===== config.mk =====
export PLATFORM = sky130hd
export DESIGN_NAME = preemptive_priority_scheduler_top
export DESIGN_NICKNAME = d
export VERILOG_FILES = /design/src/rtl/psched_pkg.sv /design/src/rtl/psched_table.sv /design/src/rtl/psched_pick.sv /design/src/rtl/psched_seq.sv /design/src/rtl/preemptive_priority_scheduler_top.sv
export SDC_FILE = /design/constraint.sdc
export NUM_CORES = 2
export LEC_CHECK = 0
export BUFFER_PORTS_ARGS = -buffer_cell sky130_fd_sc_hd__buf_2
export CAP_MARGIN = 20
export CORE_ASPECT_RATIO = 0.8
export CORE_MARGIN = 5
export CORE_UTILIZATION = 60
export DETAILED_ROUTE_END_ITERATION = 6
export GPL_TIMING_DRIVEN = 0
export PLACE_DENSITY = 0.77
export SKIP_CTS_REPAIR_TIMING = 1
export SLEW_MARGIN = 20
export SYNTH_ARGS = -nofsm -noshare
export SYNTH_HDL_FRONTEND = slang
export SYNTH_SLANG_ARGS = --single-unit

===== constraint.sdc =====
create_clock -name clock -period 8.7 [get_ports clock]
set_input_delay 0.87 -clock clock [delete_from_list [all_inputs] [get_ports clock]]
set_output_delay 0.87 -clock clock [all_outputs]
set_load 0.02 [all_outputs]

===== src/rtl/psched_pkg.sv =====
// Package for the preemptive priority scheduler.
// Holds table sizes, codes, request/response types and the structs between modules.
// No dependencies.
`default_nettype none

package psched_pkg;

   localparam int MAX_JOBS   = 16;
   localparam int PRIO_BITS  = 8;
   localparam int BURST_BITS = 16;
   localparam int SLOT_BITS  = (MAX_JOBS > 1) ? $clog2(MAX_JOBS) : 1;
   localparam int CNT_BITS   = $clog2(MAX_JOBS + 1);

   localparam logic OP_ARRIVAL = 1'b0;
   localparam logic OP_TICK    = 1'b1;

   typedef enum logic [1:0] {
      STATUS_RAN      = 2'd0,
      STATUS_IDLE     = 2'd1,
      STATUS_ACCEPTED = 2'd2,
      STATUS_REJECTED = 2'd3
   } status_type;

   typedef enum logic [1:0] {
      ST_IDLE,
      ST_SCAN,
      ST_FINISH
   } state_type;

   typedef struct packed {
      logic        opcode;
      logic [7:0]  job_id;
      logic [7:0]  job_priority;
      logic [15:0] job_burst;
   } req_type;

   typedef struct packed {
      status_type  status;
      logic [7:0]  run_id;
      logic        finished;
      logic        first_run;
      logic [31:0] now_ms;
      logic [31:0] turnaround_ms;
      logic [31:0] waiting_ms;
      logic [31:0] response_ms;
   } rsp_type;

   typedef struct packed {
      logic [7:0]            job;
      logic [PRIO_BITS-1:0]  prio;
      logic [BURST_BITS-1:0] left;
      logic [BURST_BITS-1:0] length;
      logic [31:0]           arrived;
      logic [31:0]           began;
   } entry_type;

   typedef struct packed {
      logic                 clear;
      logic                 step;
      logic [SLOT_BITS-1:0] idx;
   } pick_ctl_type;

   typedef struct packed {
      logic                 found;
      logic [SLOT_BITS-1:0] best_idx;
      entry_type            best;
      logic [31:0]          best_age;
      logic                 free_found;
      logic [SLOT_BITS-1:0] free_idx;
   } pick_type;

   typedef struct packed {
      logic                 en;
      logic [SLOT_BITS-1:0] addr;
      logic                 valid;
      entry_type            entry;
   } tbl_wr_type;

endpackage

`default_nettype wire


===== src/rtl/psched_table.sv =====
// Job table: memory of slot entries with one read and one write port, plus per-slot valid flags.
// Depends on psched_pkg.
`default_nettype none

module psched_table (
   input  logic                           clock,
   input  logic                           reset,
   input  logic [psched_pkg::SLOT_BITS-1:0] rd_addr,
   input  psched_pkg::tbl_wr_type         tbl_wr,
   output psched_pkg::entry_type          rd_entry,
   output logic                           rd_valid
);
   import psched_pkg::*;

   entry_type             mem [MAX_JOBS];
   entry_type             rd_entry_ff;
   logic [MAX_JOBS-1:0]   valid_ff;
   logic                  rd_valid_ff;

   always_ff @(posedge clock) begin
      if (tbl_wr.en) begin
         mem[tbl_wr.addr] <= tbl_wr.entry;
      end
      rd_entry_ff <= mem[rd_addr];
   end

   always_ff @(posedge clock) begin
      if (reset) begin
         valid_ff    <= '0;
         rd_valid_ff <= 1'b0;
      end else begin
         if (tbl_wr.en) begin
            valid_ff[tbl_wr.addr] <= tbl_wr.valid;
         end
         rd_valid_ff <= valid_ff[rd_addr];
      end
   end

   assign rd_entry = rd_entry_ff;
   assign rd_valid = rd_valid_ff;

endmodule

`default_nettype wire


===== src/rtl/psched_pick.sv =====
// Shared compare unit: judges one table entry per cycle against the best so far
// and tracks the lowest free slot. Depends on psched_pkg.
`default_nettype none

module psched_pick (
   input  logic                     clock,
   input  logic                     reset,
   input  psched_pkg::pick_ctl_type pick_ctl,
   input  logic [31:0]              now_ms,
   input  psched_pkg::entry_type    rd_entry,
   input  logic                     rd_valid,
   output psched_pkg::pick_type     pick
);
   import psched_pkg::*;

   pick_type    pick_ff;
   pick_type    pick_in;
   logic [31:0] age;
   logic        take;

   assign age  = now_ms - rd_entry.arrived;
   assign take = pick_ctl.step && rd_valid &&
                 (!pick_ff.found || (rd_entry.prio < pick_ff.best.prio) ||
                  ((rd_entry.prio == pick_ff.best.prio) && (age > pick_ff.best_age)));

   always_comb begin
      pick_in = pick_ff;
      if (pick_ctl.clear) begin
         pick_in = '0;
      end else begin
         if (take) begin
            pick_in.found    = 1'b1;
            pick_in.best_idx = pick_ctl.idx;
            pick_in.best     = rd_entry;
            pick_in.best_age = age;
         end
         if (pick_ctl.step && !rd_valid && !pick_ff.free_found) begin
            pick_in.free_found = 1'b1;
            pick_in.free_idx   = pick_ctl.idx;
         end
      end
   end

   always_ff @(posedge clock) begin
      if (reset) begin
         pick_ff <= '0;
      end else begin
         pick_ff <= pick_in;
      end
   end

   assign pick = pick_ff;

endmodule

`default_nettype wire


===== src/rtl/psched_seq.sv =====
// Sequencer: walks the table one slot per cycle, then applies the request,
// updates the table and, on a tick, the millisecond counter, and registers the response.
// Depends on psched_pkg.
`default_nettype none

module psched_seq (
   input  logic                             clock,
   input  logic                             reset,
   input  logic                             start,
   output logic                             busy,
   input  psched_pkg::req_type              req_data,
   input  psched_pkg::pick_type             pick,
   output logic [psched_pkg::SLOT_BITS-1:0] rd_addr,
   output psched_pkg::pick_ctl_type         pick_ctl,
   output psched_pkg::tbl_wr_type           tbl_wr,
   output logic [31:0]                      now_ms,
   output logic                             rsp_strobe,
   output psched_pkg::rsp_type              rsp_data
);
   import psched_pkg::*;

   state_type            state_ff, state_in;
   logic [CNT_BITS-1:0]  cnt_ff, cnt_in;
   logic                 pend_ff, pend_in;
   logic [SLOT_BITS-1:0] pidx_ff, pidx_in;
   req_type              req_ff, req_in;
   logic [31:0]          now_ff, now_in;
   logic                 rsp_strobe_ff, rsp_strobe_in;
   rsp_type              rsp_ff, rsp_in;

   logic                  issue;
   logic                  scan_done;
   logic [15:0]           prio_ext;
   logic [31:0]           burst_ext;
   logic [PRIO_BITS-1:0]  new_prio;
   logic [BURST_BITS-1:0] new_burst;
   logic                  accept_ok;
   logic                  run_first;
   logic [31:0]           began;
   logic [BURST_BITS-1:0] left_next;
   logic                  run_done;
   logic [31:0]           tat_ms;
   logic [31:0]           wait_ms;
   logic [31:0]           resp_ms;

   assign issue     = cnt_ff < CNT_BITS'(MAX_JOBS);
   assign scan_done = cnt_ff == CNT_BITS'(MAX_JOBS);

   assign prio_ext  = 16'(req_ff.job_priority);
   assign burst_ext = 32'(req_ff.job_burst);
   assign new_prio  = prio_ext[PRIO_BITS-1:0];
   assign new_burst = burst_ext[BURST_BITS-1:0];
   assign accept_ok = (new_burst != '0) && pick.free_found;

   assign run_first = pick.best.left == pick.best.length;
   assign began     = run_first ? now_ff : pick.best.began;
   assign left_next = pick.best.left - BURST_BITS'(1);
   assign run_done  = left_next == '0;
   assign tat_ms    = pick.best_age + 32'd1;
   assign wait_ms   = tat_ms - 32'(pick.best.length);
   assign resp_ms   = began - pick.best.arrived;

   always_comb begin
      state_in = state_ff;
      case (state_ff)
         ST_IDLE: begin
            if (start) begin
               state_in = ST_SCAN;
            end
         end
         ST_SCAN: begin
            if (scan_done) begin
               state_in = ST_FINISH;
            end
         end
         ST_FINISH: begin
            state_in = ST_IDLE;
         end
         default: begin
            state_in = ST_IDLE;
         end
      endcase
   end

   always_comb begin
      busy          = state_ff != ST_IDLE;
      rd_addr       = cnt_ff[SLOT_BITS-1:0];
      cnt_in        = cnt_ff;
      pend_in       = 1'b0;
      pidx_in       = cnt_ff[SLOT_BITS-1:0];
      req_in        = req_ff;
      now_in        = now_ff;
      rsp_strobe_in = 1'b0;
      rsp_in        = rsp_ff;
      tbl_wr        = '0;
      pick_ctl      = '0;
      pick_ctl.step = pend_ff;
      pick_ctl.idx  = pidx_ff;
      case (state_ff)
         ST_IDLE: begin
            cnt_in = '0;
            if (start) begin
               req_in         = req_data;
               pick_ctl.clear = 1'b1;
            end
         end
         ST_SCAN: begin
            if (issue) begin
               cnt_in  = cnt_ff + CNT_BITS'(1);
               pend_in = 1'b1;
            end
         end
         ST_FINISH: begin
            rsp_strobe_in = 1'b1;
            rsp_in        = '0;
            rsp_in.now_ms = now_ff;
            if (req_ff.opcode == OP_ARRIVAL) begin
               rsp_in.run_id       = req_ff.job_id;
               rsp_in.status       = accept_ok ? STATUS_ACCEPTED : STATUS_REJECTED;
               tbl_wr.en           = accept_ok;
               tbl_wr.addr         = pick.free_idx;
               tbl_wr.valid        = 1'b1;
               tbl_wr.entry.job    = req_ff.job_id;
               tbl_wr.entry.prio   = new_prio;
               tbl_wr.entry.left   = new_burst;
               tbl_wr.entry.length = new_burst;
               tbl_wr.entry.arrived = now_ff;
               tbl_wr.entry.began  = '0;
            end else begin
               now_in = now_ff + 32'd1;
               if (pick.found) begin
                  rsp_in.status    = STATUS_RAN;
                  rsp_in.run_id    = pick.best.job;
                  rsp_in.first_run = run_first;
                  rsp_in.finished  = run_done;
                  if (run_done) begin
                     rsp_in.turnaround_ms = tat_ms;
                     rsp_in.waiting_ms    = wait_ms;
                     rsp_in.response_ms   = resp_ms;
                  end
                  tbl_wr.en          = 1'b1;
                  tbl_wr.addr        = pick.best_idx;
                  tbl_wr.valid       = !run_done;
                  tbl_wr.entry       = pick.best;
                  tbl_wr.entry.left  = left_next;
                  tbl_wr.entry.began = began;
               end else begin
                  rsp_in.status = STATUS_IDLE;
               end
            end
         end
         default: begin
            cnt_in = '0;
         end
      endcase
   end

   always_ff @(posedge clock) begin
      if (reset) begin
         state_ff      <= ST_IDLE;
         cnt_ff        <= '0;
         pend_ff       <= 1'b0;
         now_ff        <= '0;
         rsp_strobe_ff <= 1'b0;
      end else begin
         state_ff      <= state_in;
         cnt_ff        <= cnt_in;
         pend_ff       <= pend_in;
         now_ff        <= now_in;
         rsp_strobe_ff <= rsp_strobe_in;
      end
   end

   always_ff @(posedge clock) begin
      pidx_ff <= pidx_in;
      req_ff  <= req_in;
      rsp_ff  <= rsp_in;
   end

   assign now_ms     = now_ff;
   assign rsp_strobe = rsp_strobe_ff;
   assign rsp_data   = rsp_ff;

endmodule

`default_nettype wire


===== src/rtl/preemptive_priority_scheduler_top.sv =====
// Top level of the preemptive priority scheduler.
// Instantiates psched_seq, psched_pick and psched_table; depends on psched_pkg.
//
//   channel   ports                      handshake
//   request   start, busy, req_data      taken when start is high and busy is low
//   response  rsp_strobe, rsp_data       shown one cycle under rsp_strobe
//
// A request walks all MAX_JOBS table slots through one compare unit, one slot
// per cycle from a single memory read port, then updates in a finish state.
// The response is registered in the finish state; busy drops in the same cycle
// as the strobe, so a new request is taken no sooner than the response shows.
// Reset clears the valid flags, the millisecond counter and the sequencer.
// The response cannot be held off; it is valid for exactly its strobe cycle.
`default_nettype none

module preemptive_priority_scheduler_top (
   input  logic                clock,
   input  logic                reset,
   input  logic                start,
   output logic                busy,
   input  psched_pkg::req_type req_data,
   output logic                rsp_strobe,
   output psched_pkg::rsp_type rsp_data
);
   import psched_pkg::*;

   logic [SLOT_BITS-1:0] rd_addr;
   entry_type            rd_entry;
   logic                 rd_valid;
   tbl_wr_type           tbl_wr;
   pick_ctl_type         pick_ctl;
   pick_type             pick;
   logic [31:0]          now_ms;

   psched_seq u_seq (
      .clock      (clock),
      .reset      (reset),
      .start      (start),
      .busy       (busy),
      .req_data   (req_data),
      .pick       (pick),
      .rd_addr    (rd_addr),
      .pick_ctl   (pick_ctl),
      .tbl_wr     (tbl_wr),
      .now_ms     (now_ms),
      .rsp_strobe (rsp_strobe),
      .rsp_data   (rsp_data)
   );

   psched_pick u_pick (
      .clock    (clock),
      .reset    (reset),
      .pick_ctl (pick_ctl),
      .now_ms   (now_ms),
      .rd_entry (rd_entry),
      .rd_valid (rd_valid),
      .pick     (pick)
   );

   psched_table u_table (
      .clock    (clock),
      .reset    (reset),
      .rd_addr  (rd_addr),
      .tbl_wr   (tbl_wr),
      .rd_entry (rd_entry),
      .rd_valid (rd_valid)
   );

endmodule

`default_nettype wire


==> flow_summary.ini <==
[drt]
drt.antenna.violating_nets = 0
first_iter_violations = 8078
routed_wl_um = 264000
vias = 53375
viasPerCell = 6.78
drtPass1Iterations = 6
drcViolationCount = 0
wire_per_inst_um = 33.6

[grt]
grt_usage = 0.331
antenna_found_initial = 6
grt_max_degree = 57
grt_pass1_wl_um = 377000
grt.overflow.total = 0
grt_pass1_vias = 53296

[sta]
report.final.slew_viol_count = 0
clock.fmax_mhz = 132
relSlewSlack = 0.147
fin_tns_setup_ns = 0
min_period_ns = 7.58
hold_slack_ns = 0.191
hold_viol = 0
finalCritPeriodShare = 0.872
setup_viol = 0
skew_ns = 0.0488
worst_pin_slew_ns = 1.28
rsz0062_at_grt = no

[yosys]
yosysTopAreaCell = edfxtp_1
synth_compound_area_frac = 0.0359
synth-xor-area-share = 0.0152
synth-adder-area-share = 0.0177
synth_top_cell_area_share = 0.647
synth_simple_gate_area_frac = 0.0496
async_flop_share = 0
synth_ff_type = edfxtp_1
synth.area.mux_share = 0.146
synth_top_family_by_area = multiplexers
synth-edff-count = 1965
synthesis.area_um2 = 91300
synthCells = 5130
synth_cell_type_count = 82
synth_warnings = 0
syn_nets = 5293
ys_seq_area_frac = 0.719
synth.area.top_cells = edfxtp_1 (65%), mux4_2 (14%), dfxtp_1 (7.2%)
avgSynthCellArea_um2 = 17.8
yosys_register_bits = 2293

[clocking]
cts_num_sinks = 2293
clk_pin_slew_ns = 0.07
cts_tree = done
clk_latency_ns = 0.86
htree_levels = 4
cts_buffers = 206
cts_root_buf = clkbuf_16
cts_buffer_depth = 3

[pwr]
p_int_mw = 17.3
leakage_nw = 36.0
worst_ir_drop_vdd_mv = 0.197
p_per_area_nw_per_um2 = 206
comb_power_share = 0.021
sequentialPowerShare = 0.543
sw_frac_of_total = 0.201
clock_power_share = 0.436
net-switching-power_mw = 4.38

[place]
dp_hpwl_um = 171000
place_congestion = 0.941
io_buffers = 177
dpl_cell_area_um2 = 98300
place_inst = 7472

[layout]
nFillCells = 8974
layout.nets = 5834
drive_above_1_share = 0.239
multi_input_area_um2 = 24300
finalNonFillerCells = 7875
stdcell_area_um2 = 106000
regArea_um2 = 65600
syn_to_final_growth_pct = 15.7

[floorplan]
rows = 128
die_w_um = 446
initial_core_util = 0.602
die_area_um2 = 160000
io_pins = 178
design.core.area_um2 = 152000
die_y_um = 359

[critical_path]
worstSetupPathType = register to register
cp.depth = 22
reg2reg_slack_ns = 1.12
crit_buf_inv = 5
rr_endpoint = u_pick.pick[150]$_SDFFE_PP0P_
critPathTopFamily = compound AO/OA/AOI/OAI gates
r2r-start = u_seq.now_ms[0]$_SDFFE_PP0P_
path_cells = inv_1, ha_1, inv_1, fa_1, a211oi_1, o21ai_0, a21oi_1, a21oi_1, a31oi_1, o21ai_0, xor2_1, ha_1, nand4_1, nor4_1, a21oi_1, o41ai_1, and3_1, clkbuf_1, clkbuf_1, clkbuf_1, nand2_1, a21oi_1
ff2ff_path_depth = 22
worstPathArrival_ns = 8.33
crit_end = u_pick.pick[150]$_SDFFE_PP0P_
worstPathRequired_ns = 9.45
startpoint_type = register
crit_top_cell = a21oi_1
path_max_fanout = 10
slowest_stage = clkbuf_1
cp-startpoint = u_seq.now_ms[0]$_SDFFE_PP0P_
setup.worst_path.end_class = register
max_stage_delay_ns = 0.80

[run_status]
status = completed

[worst_hold_path]
hold_class = input pin to register

[job]
cap_violations = 0
-- placed cells by master (no fill, tap or decap), types with 22 or more instances in the layout --
cell       netlist  routed
and2_1          46      46
and3_1          34      34
xor2_1          51      51
xnor2_1        107     107
inv_1          167     167
mux4_2         565     565
clkbuf_16        0     214
mux2_2          31      31
nand3_1         52      52
nand2b_1        32      32
o21ai_0        106      69
nand2_1        423     423
a21oi_1        264     240
nor3_1          44      44
clkbuf_1       208     214
buf_12           0      48
buf_16           0      82
edfxtp_1      1965    1965
ha_1           124     124
clkbuf_2         0      51
clkinv_2         0      39
clkbuf_8         0      28
bufinv_16        0      22
dfxtp_1        328     328
nor2_1         192     171
clkinv_1         1      30
nand4_1         44      44
o21ai_1          2      32
a21o_1          43      43
buf_2            4     186
a21oi_2          0      24
-- cells by family (layout without fill, tap and decap cells) --
group	Yosys count	in the layout
fa+ha+maj	127	127
other cells	0	10
compound gates	547	547
simple gates	967	967
xor+xnor	158	158
buf+inv	421	1141
flops	2293	2293
mux	617	617
-- power groups by stage --
stage / registers, mW / clock network (mW) / logic, mW
final: 11.8 / 9.47 / 0.454
after global routing: 11.8 / 10.0 / 0.480
after CTS: 11.8 / 9.51 / 0.447
after detailed placement: 12.0 / 0 / 0.438
after global placement: 12.0 / 0 / 0.420
after floorplan: 12.0 / 0 / 0.285
-- state kept, by name, summed over array words and instances, names as in the netlist, 2 cells and up --
name and cells:
u_table.mem 1792, u_table.valid_ff 16, u_pick.pick 154, u_seq.now_ms 32, u_seq.pidx_ff 4, u_table.rd_entry 112, u_seq.state_ff 2, u_seq.cnt_ff 5
u_seq.new_prio 8, u_seq.req_ff 9, u_seq.rsp_data 140, u_seq.new_burst 16
-- cell type report --
cell class                 instances  area share
inverter                         168     0.00597
timing repair buffer             333      0.0417
tap                             2015      0.0239
clock buffer                     281      0.0558
multi-input combinational       2416       0.231
antenna                           10    0.000237
buffer                           253     0.00985
clock inverter                   106      0.0107
sequential                      2293       0.621
-- worst min path at each step --
stage / endpoint / cells past startpoint / start / slack (ns)
global route: u_seq.new_burst[5]$_DFFE_PP_ / 1 / req_data[5] / 0.16
floorplan: u_seq.pidx_ff[2]$_DFF_P_ / 0 / u_seq.cnt_ff[2]$_SDFFE_PP0P_ / 0.33
global placement: u_seq.pidx_ff[2]$_DFF_P_ / 0 / u_seq.cnt_ff[2]$_SDFFE_PP0P_ / 0.34
finish: u_seq.new_burst[2]$_DFFE_PP_ / 1 / req_data[2] / 0.19
detailed placement: u_seq.pidx_ff[2]$_DFF_P_ / 0 / u_seq.cnt_ff[2]$_SDFFE_PP0P_ / 0.34
CTS: u_seq.new_burst[6]$_DFFE_PP_ / 1 / req_data[6] / 0.14
-- routing by layer --
| layer | track usage | vias to the layer above | part of all wire |
|---|---|---|---|
| met3 | 0.0876 | 834 | 0.12 |
| li1 | - | 21296 | - |
| met2 | 0.506 | 4164 | 0.46 |
| met4 | 0.167 | 0 | 0.059 |
| met1 | 0.448 | 27081 | 0.35 |
| met5 | 0 | - | 0 |
-- through the flow --
stage	utilization	total power [mW]	worst slack [ns]
floorplan	-	12.3	1.49
global placement	0.624	12.5	-6.95
detailed placement	0.648	12.5	1.69
CTS	0.695	21.8	1.55
global route	0.696	22.3	0.939
finish	0.696	21.7	1.12
-- synth_stat cells, types with 19 or more instances --
cell and n:
mux2_2 31, a21oi_1 264, or3_1 19, nand2_1 423, edfxtp_1 1965, nand2b_1 32
nor3_1 44, nand4_1 44, a21o_1 43, nor4_1 19, mux4_2 565, clkbuf_1 208
xnor2_1 107, inv_1 167, nand3_1 52, xor2_1 51, nor2_1 192, o21ai_0 106
dfxtp_1 328, and3_1 34, buf_1 39, and2_1 46, ha_1 124, mux2i_1 21
-- worst reg2reg max path, cell delays in order, from the launching register on --
cell and delay, ns:
dfxtp_1 0.47, inv_1 0.19, ha_1 0.20, inv_1 0.07, fa_1 0.43, a211oi_1 0.28, o21ai_0 0.14, a21oi_1 0.50
a21oi_1 0.22, a31oi_1 0.44, o21ai_0 0.18, xor2_1 0.20, ha_1 0.33, nand4_1 0.15, nor4_1 0.54, a21oi_1 0.25
o41ai_1 0.19, and3_1 0.25, clkbuf_1 0.52, clkbuf_1 0.74, clkbuf_1 0.80, nand2_1 0.21, a21oi_1 0.20
Power figures use the tool's default switching activity.
